[config.mk]
export PLATFORM = sky130hd
export DESIGN_NAME = arp_cache_learn_resolve_unit_flat
export DESIGN_NICKNAME = d
export VERILOG_FILES = /design/src/rtl/acr_pkg.sv /design/src/rtl/acr_ifs.sv /design/src/rtl/acr_store.sv /design/src/rtl/acr_seq.sv /design/src/rtl/arp_cache_learn_resolve_unit.sv /design/src/flat_wrapper.sv
export SDC_FILE = /design/constraint.sdc
export NUM_CORES = 2
export LEC_CHECK = 0
export ABC_AREA = 1
export BUFFER_PORTS_ARGS = -buffer_cell sky130_fd_sc_hd__buf_2
export CORE_UTILIZATION = 47
export CTS_CLUSTER_DIAMETER = 120
export DETAILED_ROUTE_END_ITERATION = 8
export SETUP_SLACK_MARGIN = 0.05
export SLEW_MARGIN = 25
export SYNTH_ARGS = -nofsm -noshare
export SYNTH_HDL_FRONTEND = slang
export SYNTH_SLANG_ARGS = --single-unit
[constraint.sdc]
create_clock -name clock -period 14.64 [get_ports clock]
set_input_delay 0.732 -clock clock [delete_from_list [all_inputs] [get_ports clock]]
set_output_delay 0.732 -clock clock [all_outputs]
set_load 0.02 [all_outputs]
[src/rtl/acr_pkg.sv]
`default_nettype none

package acr_pkg;

   localparam int IP_W  = 32;
   localparam int MAC_W = 48;
   localparam int LS_W  = 2;

   // Request kinds.
   localparam logic REQ_LEARN   = 1'b0;
   localparam logic REQ_RESOLVE = 1'b1;

   // Learn status codes.
   localparam logic [LS_W-1:0] LS_FULL    = 2'd0;
   localparam logic [LS_W-1:0] LS_UPDATED = 2'd1;
   localparam logic [LS_W-1:0] LS_NEW     = 2'd2;

   localparam logic [IP_W-1:0]  BCAST_IP     = 32'hFFFF_FFFF;
   localparam logic [MAC_W-1:0] MAC_ALL_ONES = 48'hFFFF_FFFF_FFFF;
   localparam logic [IP_W-1:0]  OWN_IP_RESET = 32'h0A00_020F;

   typedef struct packed {
      logic             req_type;
      logic [IP_W-1:0]  query_ip;
      logic [MAC_W-1:0] sender_mac;
      logic [IP_W-1:0]  asked_ip;
      logic             is_request;
   } item_type;

   typedef struct packed {
      logic             hit;
      logic [MAC_W-1:0] found_mac;
      logic [LS_W-1:0]  learn_status;
      logic             reply_needed;
   } result_type;

   typedef struct packed {
      logic [IP_W-1:0]  ip;
      logic [MAC_W-1:0] mac;
   } entry_type;

   typedef struct packed {
      logic idle;
      logic finish;
   } seq_status_type;

endpackage

`default_nettype wire

[src/rtl/acr_ifs.sv]
`default_nettype none

interface acr_req_if;
   logic                     valid;
   logic                     ready;
   logic                     req_type;
   logic [acr_pkg::IP_W-1:0]  query_ip;
   logic [acr_pkg::MAC_W-1:0] sender_mac;
   logic [acr_pkg::IP_W-1:0]  asked_ip;
   logic                     is_request;

   modport source (output valid, req_type, query_ip, sender_mac, asked_ip, is_request,
                   input ready);
   modport sink (input valid, req_type, query_ip, sender_mac, asked_ip, is_request,
                 output ready);
endinterface

interface acr_rsp_if;
   logic                      valid;
   logic                      ready;
   logic                      hit;
   logic [acr_pkg::MAC_W-1:0] found_mac;
   logic [acr_pkg::LS_W-1:0]  learn_status;
   logic                      reply_needed;

   modport source (output valid, hit, found_mac, learn_status, reply_needed,
                   input ready);
   modport sink (input valid, hit, found_mac, learn_status, reply_needed,
                 output ready);
endinterface

`default_nettype wire

[src/rtl/acr_store.sv]
`default_nettype none

module acr_store #(
   parameter int ENTRIES = 32
) (
   input  wire logic                       clock,
   input  wire logic                       wr_en,
   input  wire logic [$clog2(ENTRIES)-1:0] wr_addr,
   input  wire acr_pkg::entry_type         wr_entry,
   input  wire logic [$clog2(ENTRIES)-1:0] rd_addr,
   output      acr_pkg::entry_type         rd_entry
);

   acr_pkg::entry_type mem [ENTRIES];
   acr_pkg::entry_type rd_entry_ff;

   always_ff @(posedge clock) begin
      if (wr_en) begin
         mem[wr_addr] <= wr_entry;
      end
      rd_entry_ff <= mem[rd_addr];
   end

   assign rd_entry = rd_entry_ff;

endmodule

`default_nettype wire

[src/rtl/acr_seq.sv]
`default_nettype none

module acr_seq #(
   parameter int ENTRIES = 32
) (
   input  wire logic                          clock,
   input  wire logic                          reset,
   input  wire logic                          start,
   input  wire acr_pkg::item_type             item,
   input  wire logic [acr_pkg::IP_W-1:0]      own_ip,
   input  wire logic                          out_free,
   output      acr_pkg::seq_status_type       status,
   output      acr_pkg::result_type           result,
   output      logic                          wr_en,
   output      logic [$clog2(ENTRIES)-1:0]    wr_addr,
   output      acr_pkg::entry_type            wr_entry,
   output      logic [$clog2(ENTRIES)-1:0]    rd_addr,
   input  wire acr_pkg::entry_type            rd_entry
);

   localparam int IDX_W = $clog2(ENTRIES);
   localparam int CNT_W = $clog2(ENTRIES + 1);

   typedef enum logic [1:0] {ST_IDLE, ST_SCAN, ST_FINISH} state_type;

   state_type           state_ff, state_in;
   acr_pkg::item_type   item_ff, item_in;
   acr_pkg::result_type res_ff, res_in;
   logic [CNT_W-1:0]    fill_cnt_ff, fill_cnt_in;
   logic [CNT_W-1:0]    scan_idx_ff, scan_idx_in;
   logic [CNT_W-1:0]    cmp_idx_ff, cmp_idx_in;
   logic                cmp_vld_ff, cmp_vld_in;
   logic                issue;
   logic                match;

   // Valid entries always form a prefix, so the fill count stands in for valid bits.
   assign issue = scan_idx_ff < fill_cnt_ff;
   assign match = rd_entry.ip == item_ff.query_ip;
   assign rd_addr = scan_idx_ff[IDX_W-1:0];

   always_comb begin
      state_in    = state_ff;
      item_in     = item_ff;
      res_in      = res_ff;
      fill_cnt_in = fill_cnt_ff;
      scan_idx_in = scan_idx_ff;
      cmp_idx_in  = cmp_idx_ff;
      cmp_vld_in  = 1'b0;
      wr_en       = 1'b0;
      wr_addr     = cmp_idx_ff[IDX_W-1:0];
      wr_entry.ip  = item_ff.query_ip;
      wr_entry.mac = item_ff.sender_mac;

      unique case (state_ff)
         ST_IDLE: begin
            if (start) begin
               item_in = item;
               res_in = '0;
               res_in.reply_needed = (item.req_type == acr_pkg::REQ_LEARN) &&
                                     item.is_request && (item.asked_ip == own_ip);
               scan_idx_in = '0;
               if ((item.req_type == acr_pkg::REQ_RESOLVE) &&
                   (item.query_ip == acr_pkg::BCAST_IP)) begin
                  res_in.hit       = 1'b1;
                  res_in.found_mac = acr_pkg::MAC_ALL_ONES;
                  state_in         = ST_FINISH;
               end else begin
                  state_in = ST_SCAN;
               end
            end
         end
         ST_SCAN: begin
            // Reads are issued one per cycle; the compare works one entry behind.
            cmp_vld_in = issue;
            cmp_idx_in = scan_idx_ff;
            if (issue) begin
               scan_idx_in = scan_idx_ff + CNT_W'(1);
            end
            if (cmp_vld_ff && match) begin
               cmp_vld_in = 1'b0;
               state_in   = ST_FINISH;
               if (item_ff.req_type == acr_pkg::REQ_RESOLVE) begin
                  res_in.hit       = 1'b1;
                  res_in.found_mac = rd_entry.mac;
               end else begin
                  wr_en               = 1'b1;
                  wr_addr             = cmp_idx_ff[IDX_W-1:0];
                  res_in.learn_status = acr_pkg::LS_UPDATED;
               end
            end else if (!cmp_vld_ff && !issue) begin
               state_in = ST_FINISH;
               if ((item_ff.req_type == acr_pkg::REQ_LEARN) &&
                   (fill_cnt_ff < CNT_W'(ENTRIES))) begin
                  wr_en               = 1'b1;
                  wr_addr             = fill_cnt_ff[IDX_W-1:0];
                  res_in.learn_status = acr_pkg::LS_NEW;
                  fill_cnt_in         = fill_cnt_ff + CNT_W'(1);
               end
            end
         end
         ST_FINISH: begin
            if (out_free) begin
               state_in = ST_IDLE;
            end
         end
         default: begin
            state_in = ST_IDLE;
         end
      endcase
   end

   always_ff @(posedge clock) begin
      if (reset) begin
         state_ff    <= ST_IDLE;
         fill_cnt_ff <= '0;
         cmp_vld_ff  <= 1'b0;
      end else begin
         state_ff    <= state_in;
         fill_cnt_ff <= fill_cnt_in;
         cmp_vld_ff  <= cmp_vld_in;
      end
      item_ff     <= item_in;
      res_ff      <= res_in;
      scan_idx_ff <= scan_idx_in;
      cmp_idx_ff  <= cmp_idx_in;
   end

   assign status.idle   = state_ff == ST_IDLE;
   assign status.finish = state_ff == ST_FINISH;
   assign result        = res_ff;

`ifndef SYNTHESIS
   a_fill_bound: assert property (@(posedge clock) disable iff (reset)
      fill_cnt_ff <= CNT_W'(ENTRIES))
      else $error("fill count beyond the number of entries");

   a_write_ends_scan: assert property (@(posedge clock) disable iff (reset)
      wr_en |=> state_ff == ST_FINISH)
      else $error("store written without finishing the item");

   a_cmp_in_scan: assert property (@(posedge clock) disable iff (reset)
      cmp_vld_ff |-> state_ff == ST_SCAN)
      else $error("compare stage active outside the scan");

   a_full_only_when_full: assert property (@(posedge clock) disable iff (reset)
      (state_ff == ST_FINISH) && (item_ff.req_type == acr_pkg::REQ_LEARN) &&
      (res_ff.learn_status == acr_pkg::LS_FULL) |-> fill_cnt_ff == CNT_W'(ENTRIES))
      else $error("learn reported full while entries were free");
`endif

endmodule

`default_nettype wire

[src/rtl/arp_cache_learn_resolve_unit.sv]
// Channel   Direction  Handshake      Word
// req_if    in         valid/ready    req_type, query_ip, sender_mac, asked_ip, is_request
// rsp_if    out        valid/ready    hit, found_mac, learn_status, reply_needed
// csr       in         csr_wr_en      csr_wr_data (own IP address)
//
// A broadcast resolve goes straight to the finish state; any other item first scans the filled
// entries through the single read port of the entry store, one entry per cycle. The sequencer
// returns to idle for the next word at the same edge that registers the result.
// Reset is synchronous; a fill count marks the valid entries, so no clearing pass is needed.
// Up to two words in flight; a stalled result holds the sequencer in its finish state.
`default_nettype none

module arp_cache_learn_resolve_unit #(
   parameter int ENTRIES = 32
) (
   input  wire logic                     clock,
   input  wire logic                     reset,
   acr_req_if.sink                       req_if,
   acr_rsp_if.source                     rsp_if,
   input  wire logic                     csr_wr_en,
   input  wire logic [acr_pkg::IP_W-1:0] csr_wr_data
);

   localparam int IDX_W = $clog2(ENTRIES);

   logic [acr_pkg::IP_W-1:0] own_ip_ff;
   logic                     rsp_valid_ff, rsp_valid_in;
   acr_pkg::result_type      rsp_data_ff, rsp_data_in;

   acr_pkg::item_type        item;
   acr_pkg::result_type      result;
   acr_pkg::seq_status_type  status;
   acr_pkg::entry_type       wr_entry;
   acr_pkg::entry_type       rd_entry;
   logic                     wr_en;
   logic [IDX_W-1:0]         wr_addr;
   logic [IDX_W-1:0]         rd_addr;
   logic                     out_free;
   logic                     start;

   assign item.req_type   = req_if.req_type;
   assign item.query_ip   = req_if.query_ip;
   assign item.sender_mac = req_if.sender_mac;
   assign item.asked_ip   = req_if.asked_ip;
   assign item.is_request = req_if.is_request;

   assign req_if.ready = status.idle;
   assign start        = req_if.valid && status.idle;
   assign out_free     = !rsp_valid_ff || rsp_if.ready;

   acr_seq #(.ENTRIES(ENTRIES)) u_seq (
      .clock    (clock),
      .reset    (reset),
      .start    (start),
      .item     (item),
      .own_ip   (own_ip_ff),
      .out_free (out_free),
      .status   (status),
      .result   (result),
      .wr_en    (wr_en),
      .wr_addr  (wr_addr),
      .wr_entry (wr_entry),
      .rd_addr  (rd_addr),
      .rd_entry (rd_entry)
   );

   acr_store #(.ENTRIES(ENTRIES)) u_store (
      .clock    (clock),
      .wr_en    (wr_en),
      .wr_addr  (wr_addr),
      .wr_entry (wr_entry),
      .rd_addr  (rd_addr),
      .rd_entry (rd_entry)
   );

   always_comb begin
      rsp_valid_in = rsp_valid_ff;
      rsp_data_in  = rsp_data_ff;
      if (rsp_valid_ff && rsp_if.ready) begin
         rsp_valid_in = 1'b0;
      end
      if (status.finish && out_free) begin
         rsp_valid_in = 1'b1;
         rsp_data_in  = result;
      end
   end

   always_ff @(posedge clock) begin
      if (reset) begin
         own_ip_ff    <= acr_pkg::OWN_IP_RESET;
         rsp_valid_ff <= 1'b0;
      end else begin
         if (csr_wr_en) begin
            own_ip_ff <= csr_wr_data;
         end
         rsp_valid_ff <= rsp_valid_in;
      end
      rsp_data_ff <= rsp_data_in;
   end

   assign rsp_if.valid        = rsp_valid_ff;
   assign rsp_if.hit          = rsp_data_ff.hit;
   assign rsp_if.found_mac    = rsp_data_ff.found_mac;
   assign rsp_if.learn_status = rsp_data_ff.learn_status;
   assign rsp_if.reply_needed = rsp_data_ff.reply_needed;

endmodule

`default_nettype wire

[src/flat_wrapper.sv]
// flat-port wrapper written by rule: the top's interface ports become plain ports
module arp_cache_learn_resolve_unit_flat 
#(
   parameter int ENTRIES = 32
)
  (clock, reset, csr_wr_en, csr_wr_data, req_if_valid, req_if_req_type, req_if_query_ip, req_if_sender_mac, req_if_asked_ip, req_if_is_request, req_if_ready, rsp_if_valid, rsp_if_hit, rsp_if_found_mac, rsp_if_learn_status, rsp_if_reply_needed, rsp_if_ready);
  acr_req_if req_if_i ();
  acr_rsp_if rsp_if_i ();
  input  wire logic clock;
  input  wire logic reset;
  input  wire logic csr_wr_en;
  input  wire logic [acr_pkg::IP_W-1:0] csr_wr_data;
  input wire logic [$bits(req_if_i.valid)-1:0] req_if_valid;
  input wire logic [$bits(req_if_i.req_type)-1:0] req_if_req_type;
  input wire logic [$bits(req_if_i.query_ip)-1:0] req_if_query_ip;
  input wire logic [$bits(req_if_i.sender_mac)-1:0] req_if_sender_mac;
  input wire logic [$bits(req_if_i.asked_ip)-1:0] req_if_asked_ip;
  input wire logic [$bits(req_if_i.is_request)-1:0] req_if_is_request;
  output wire logic [$bits(req_if_i.ready)-1:0] req_if_ready;
  output wire logic [$bits(rsp_if_i.valid)-1:0] rsp_if_valid;
  output wire logic [$bits(rsp_if_i.hit)-1:0] rsp_if_hit;
  output wire logic [$bits(rsp_if_i.found_mac)-1:0] rsp_if_found_mac;
  output wire logic [$bits(rsp_if_i.learn_status)-1:0] rsp_if_learn_status;
  output wire logic [$bits(rsp_if_i.reply_needed)-1:0] rsp_if_reply_needed;
  input wire logic [$bits(rsp_if_i.ready)-1:0] rsp_if_ready;
  assign req_if_i.valid = req_if_valid;
  assign req_if_i.req_type = req_if_req_type;
  assign req_if_i.query_ip = req_if_query_ip;
  assign req_if_i.sender_mac = req_if_sender_mac;
  assign req_if_i.asked_ip = req_if_asked_ip;
  assign req_if_i.is_request = req_if_is_request;
  assign req_if_ready = req_if_i.ready;
  assign rsp_if_valid = rsp_if_i.valid;
  assign rsp_if_hit = rsp_if_i.hit;
  assign rsp_if_found_mac = rsp_if_i.found_mac;
  assign rsp_if_learn_status = rsp_if_i.learn_status;
  assign rsp_if_reply_needed = rsp_if_i.reply_needed;
  assign rsp_if_i.ready = rsp_if_ready;
  arp_cache_learn_resolve_unit #(.ENTRIES(ENTRIES)) u_core (.clock(clock), .reset(reset), .req_if(req_if_i), .rsp_if(rsp_if_i), .csr_wr_en(csr_wr_en), .csr_wr_data(csr_wr_data));
endmodule
==> metrics <==
# Post-CTS Setup Buffers=0; pwr dens=166 nW/um^2; final wirelength=325 mm; synthesized area=110000 um^2; hold-fix buffers at CTS=76; Multi-input gate area=22300 um^2; FMAX=186 MHz; Logic pwr share=0.183; GR Overflow Total=0; share of the synthesized area in the top cell type=0.751; Seq pwr share=0.463; worst-margin pin slew=1.20 ns; Layout Nets=8493; Hold Path Class=input pin to flop; gp weighted congestion=0.857; DP HPWL=169 mm; CTS resizes=0; Seq/Total Area, Yosys=0.774; Cell Count, Final, Fillers Out=11698; area growth from synthesis to layout=13.5%; status=completed; Worst-path clk slew=0.06 ns; CTS tree=built; Cells after Synth=8093; fin crit share=0.367; CP startpoint kind=flop; DRC viols=0; Crit. End Element=flop; WP data required=15.18 ns; die area=236000 um^2; crit path max fanout=37; drt first pass iters=6; Core Util, Final=0.537; 1st-iter DRT viols=8783; RSZ-0062 raised after global routing=no; initial antenna violation count=14; area leader, netlist=edfxtp_1; core area=233000 um^2; Hold WS=0.0331 ns; root buffer cell=clkbuf_16; synth top area cells=edfxtp_1 75%, o21ai_0 6.1%, nor2_1 5.1%; number of fill cells=18980; Synth warnings=0; dominant synthesized flop cell=edfxtp_1; number of global-route vias before repair=66715; TritonCTS Sinks=2878; Max-slew headroom=0.202; P_sw=6.13 mW; Num CTS Buffers=306; Sw Ratio=0.295; vias per inst=6.03; Max Root-Sink Buffers=4; Setup Viol. Count Final=0; Skew-Pair Late Insertion Delay=0.97 ns; Synth Area per Inst=13.6 um^2; Slew Limit Fails=0; clock group share of total power=0.354; setup tns final=0 ns; Leak=40.6 nW; I/O Pins=205; RR Endpoint=u_core.u_store.mem[7][23]$_DFFE_PP_; Reg2Reg Depth=12; Worst Hold End=u_core.u_seq.wr_entry[28]$_DFFE_PP_; Initial Utilization=0.473; Arrival @ worst endpoint=5.92 ns; async set-or-reset flop fraction in the synthesized netlist=0; Max VDD drop=0.000151 V; max cap viols=0; Hold Path Origin=req_if_sender_mac[28]; Final Skew=0.0652 ns; largest net degree at the start of global routing=211; worst hold path depth=1; Crit Path Category=flop to flop; syn_nets=8251; library cells used by synthesis=45; Die Ht=486 um; Die Wd=486 um; global-route wire length before repair=466 mm; post-placement cell count=11070; Port-buffer cells=204; ANT nets after route=0; register area=85200 um^2; Post-synth EDFFs=2756; Rows=177; P_int=14.6 mW; proportion of layout cells with a drive suffix above 1=0.102; total vias in the final route=70502; r2r setup slk=9.27 ns; routed length per instance=27.8 um; htree depth=5; Hold Fails Final Rpt=0; Final min period=5.37 ns; Overall Global Routing Usage=0.270; worst reg2reg startpoint=u_core.u_seq.wr_entry[74]$_DFFE_PP_; Yosys reg bits=2878
[metrics by stage]
step	setup WS [ns]	cell area [um^2]	total power [mW]
final	9.27	125000	20.8
after global routing	8.96	125000	21.5
after CTS	8.90	125000	20.8
after detailed placement	8.97	115000	13.5
after global placement	8.79	115000	13.5
after floorplan	8.45	110000	12.0
[worst max-delay path, cell delays in order (launching register included)]
cell      delay (ns)
edfxtp_1        1.00
nand2_1         0.10
nand2_1         0.15
nand2_1         0.06
nor2_1          0.13
nand3_1         0.22
nor2_1          0.25
nand4_1         0.15
nand2_1         0.19
nand3_1         0.46
nor2_4          0.75
buf_4           0.65
buf_4           0.71
[how the worst max path moves through the flow]
| stage | startpoint | to |
|---|---|---|
| 6_report | u_core.u_seq.wr_entry[74]$_DFFE_PP_ | u_core.u_store.mem[7][23]$_DFFE_PP_ |
| 5_1_grt | u_core.u_seq.wr_entry[74]$_DFFE_PP_ | u_core.u_store.mem[5][27]$_DFFE_PP_ |
| 3_3_place_gp | u_core.u_seq.wr_entry[61]$_DFFE_PP_ | u_core.u_store.mem[9][30]$_DFFE_PP_ |
| 2_1_floorplan | u_core.u_seq.state_ff[1]$_SDFFE_PP0P_ | u_core.u_seq.result[10]$_DFFE_PP_ |
| 4_1_cts | u_core.u_seq.wr_entry[74]$_DFFE_PP_ | u_core.u_store.mem[9][70]$_DFFE_PP_ |
| 3_5_place_dp | u_core.u_seq.wr_entry[74]$_DFFE_PP_ | u_core.u_store.mem[9][37]$_DFFE_PP_ |
[logic make-up after synthesis]
group,synth area share
DFF,0.774
and+or+nand+nor,0.0812
AOI/OAI and AO/OA,0.116
buffers and inverters,0.0264
xor gates and xnor gates,0.00167
adders and majority gates,0.000795
[sequential cells by signal (all words and copies together) (netlist names)]
register,count
u_core.own_ip_ff,32
u_core.rsp_if.valid,1
u_core.rsp_if.reply_needed,1
u_core.rsp_if.hit,1
u_core.u_seq.wr_entry,80
u_core.u_seq.cmp_vld_ff,1
u_core.u_store.mem,2560
u_core.rsp_if.learn_status,2
u_core.u_seq.state_ff,2
u_core.u_seq.cmp_idx_ff,5
u_core.rsp_if.found_mac,48
u_core.u_seq.fill_cnt_ff,6
u_core.u_store.rd_entry,80
u_core.u_seq.result,52
u_core.u_seq.item_ff,1
u_core.u_seq.scan_idx_ff,6
[layout by cell type, fill, tap and decap left out, types with 18 or more instances in the layout]
cell type / count
o221ai_1: 179
clkinv_2: 35
o21ai_1: 35
nor2_1: 1461
inv_1: 116
nor2_4: 36
o22ai_1: 423
o21a_1: 18
o21ai_0: 1336
nand4_1: 41
edfxtp_1: 2756
buf_4: 173
clkbuf_1: 83
clkinv_1: 57
a31oi_1: 65
nand3_1: 162
nand2_1: 528
buf_12: 18
dlygate4sd3_1: 76
dfxtp_1: 122
buf_2: 204
o211ai_1: 79
a21oi_1: 81
clkbuf_16: 314
[power by group through the flow]
stage               logic (mW)  clock network, mW  registers, mW
floorplan                 2.19                  0           9.80
global route              4.09               7.75           9.63
detailed placement        3.70                  0           9.80
CTS                       3.73               7.43           9.63
finish                    3.80               7.35           9.61
global placement          3.66                  0           9.81
[synthesized netlist by cell type (7+ instances only)]
| library cell | count |
|---|---|
| o221ai_1 | 179 |
| nand3_1 | 162 |
| buf_2 | 130 |
| inv_1 | 120 |
| dfxtp_1 | 122 |
| buf_1 | 23 |
| a21oi_1 | 81 |
| ha_1 | 7 |
| buf_4 | 27 |
| or2_1 | 7 |
| xnor2_1 | 16 |
| or2_2 | 12 |
| buf_6 | 13 |
| edfxtp_1 | 2756 |
| o211ai_1 | 79 |
| a31oi_1 | 66 |
| clkbuf_1 | 359 |
| o22ai_1 | 423 |
| o21a_1 | 18 |
| o21ai_0 | 1336 |
| o21ai_1 | 35 |
| or2_0 | 7 |
| nor2_1 | 1496 |
| nand2_1 | 529 |
| nand4_1 | 41 |
[layer usage]
| layer | GRT usage | up-vias | part of all wire |
|---|---|---|---|
| met5 | 0 | - | 0.00012 |
| met4 | 0.0885 | 6 | 0.030 |
| met3 | 0.0504 | 506 | 0.095 |
| met2 | 0.416 | 3584 | 0.46 |
| met1 | 0.386 | 35710 | 0.41 |
| li1 | - | 30696 | - |
[layout make-up]
type,count,area share
Sequential cell,2878,0.682
Antenna cell,4,0.0000801
Timing Repair Buffer,488,0.0295
Clock inverter,123,0.00770
Tap cell,3132,0.0314
Clock buffer,412,0.0670
Inverter,125,0.00405
Multi-Input combinational cell,4536,0.178
Note: power is estimated with default switching activity, not from simulation.
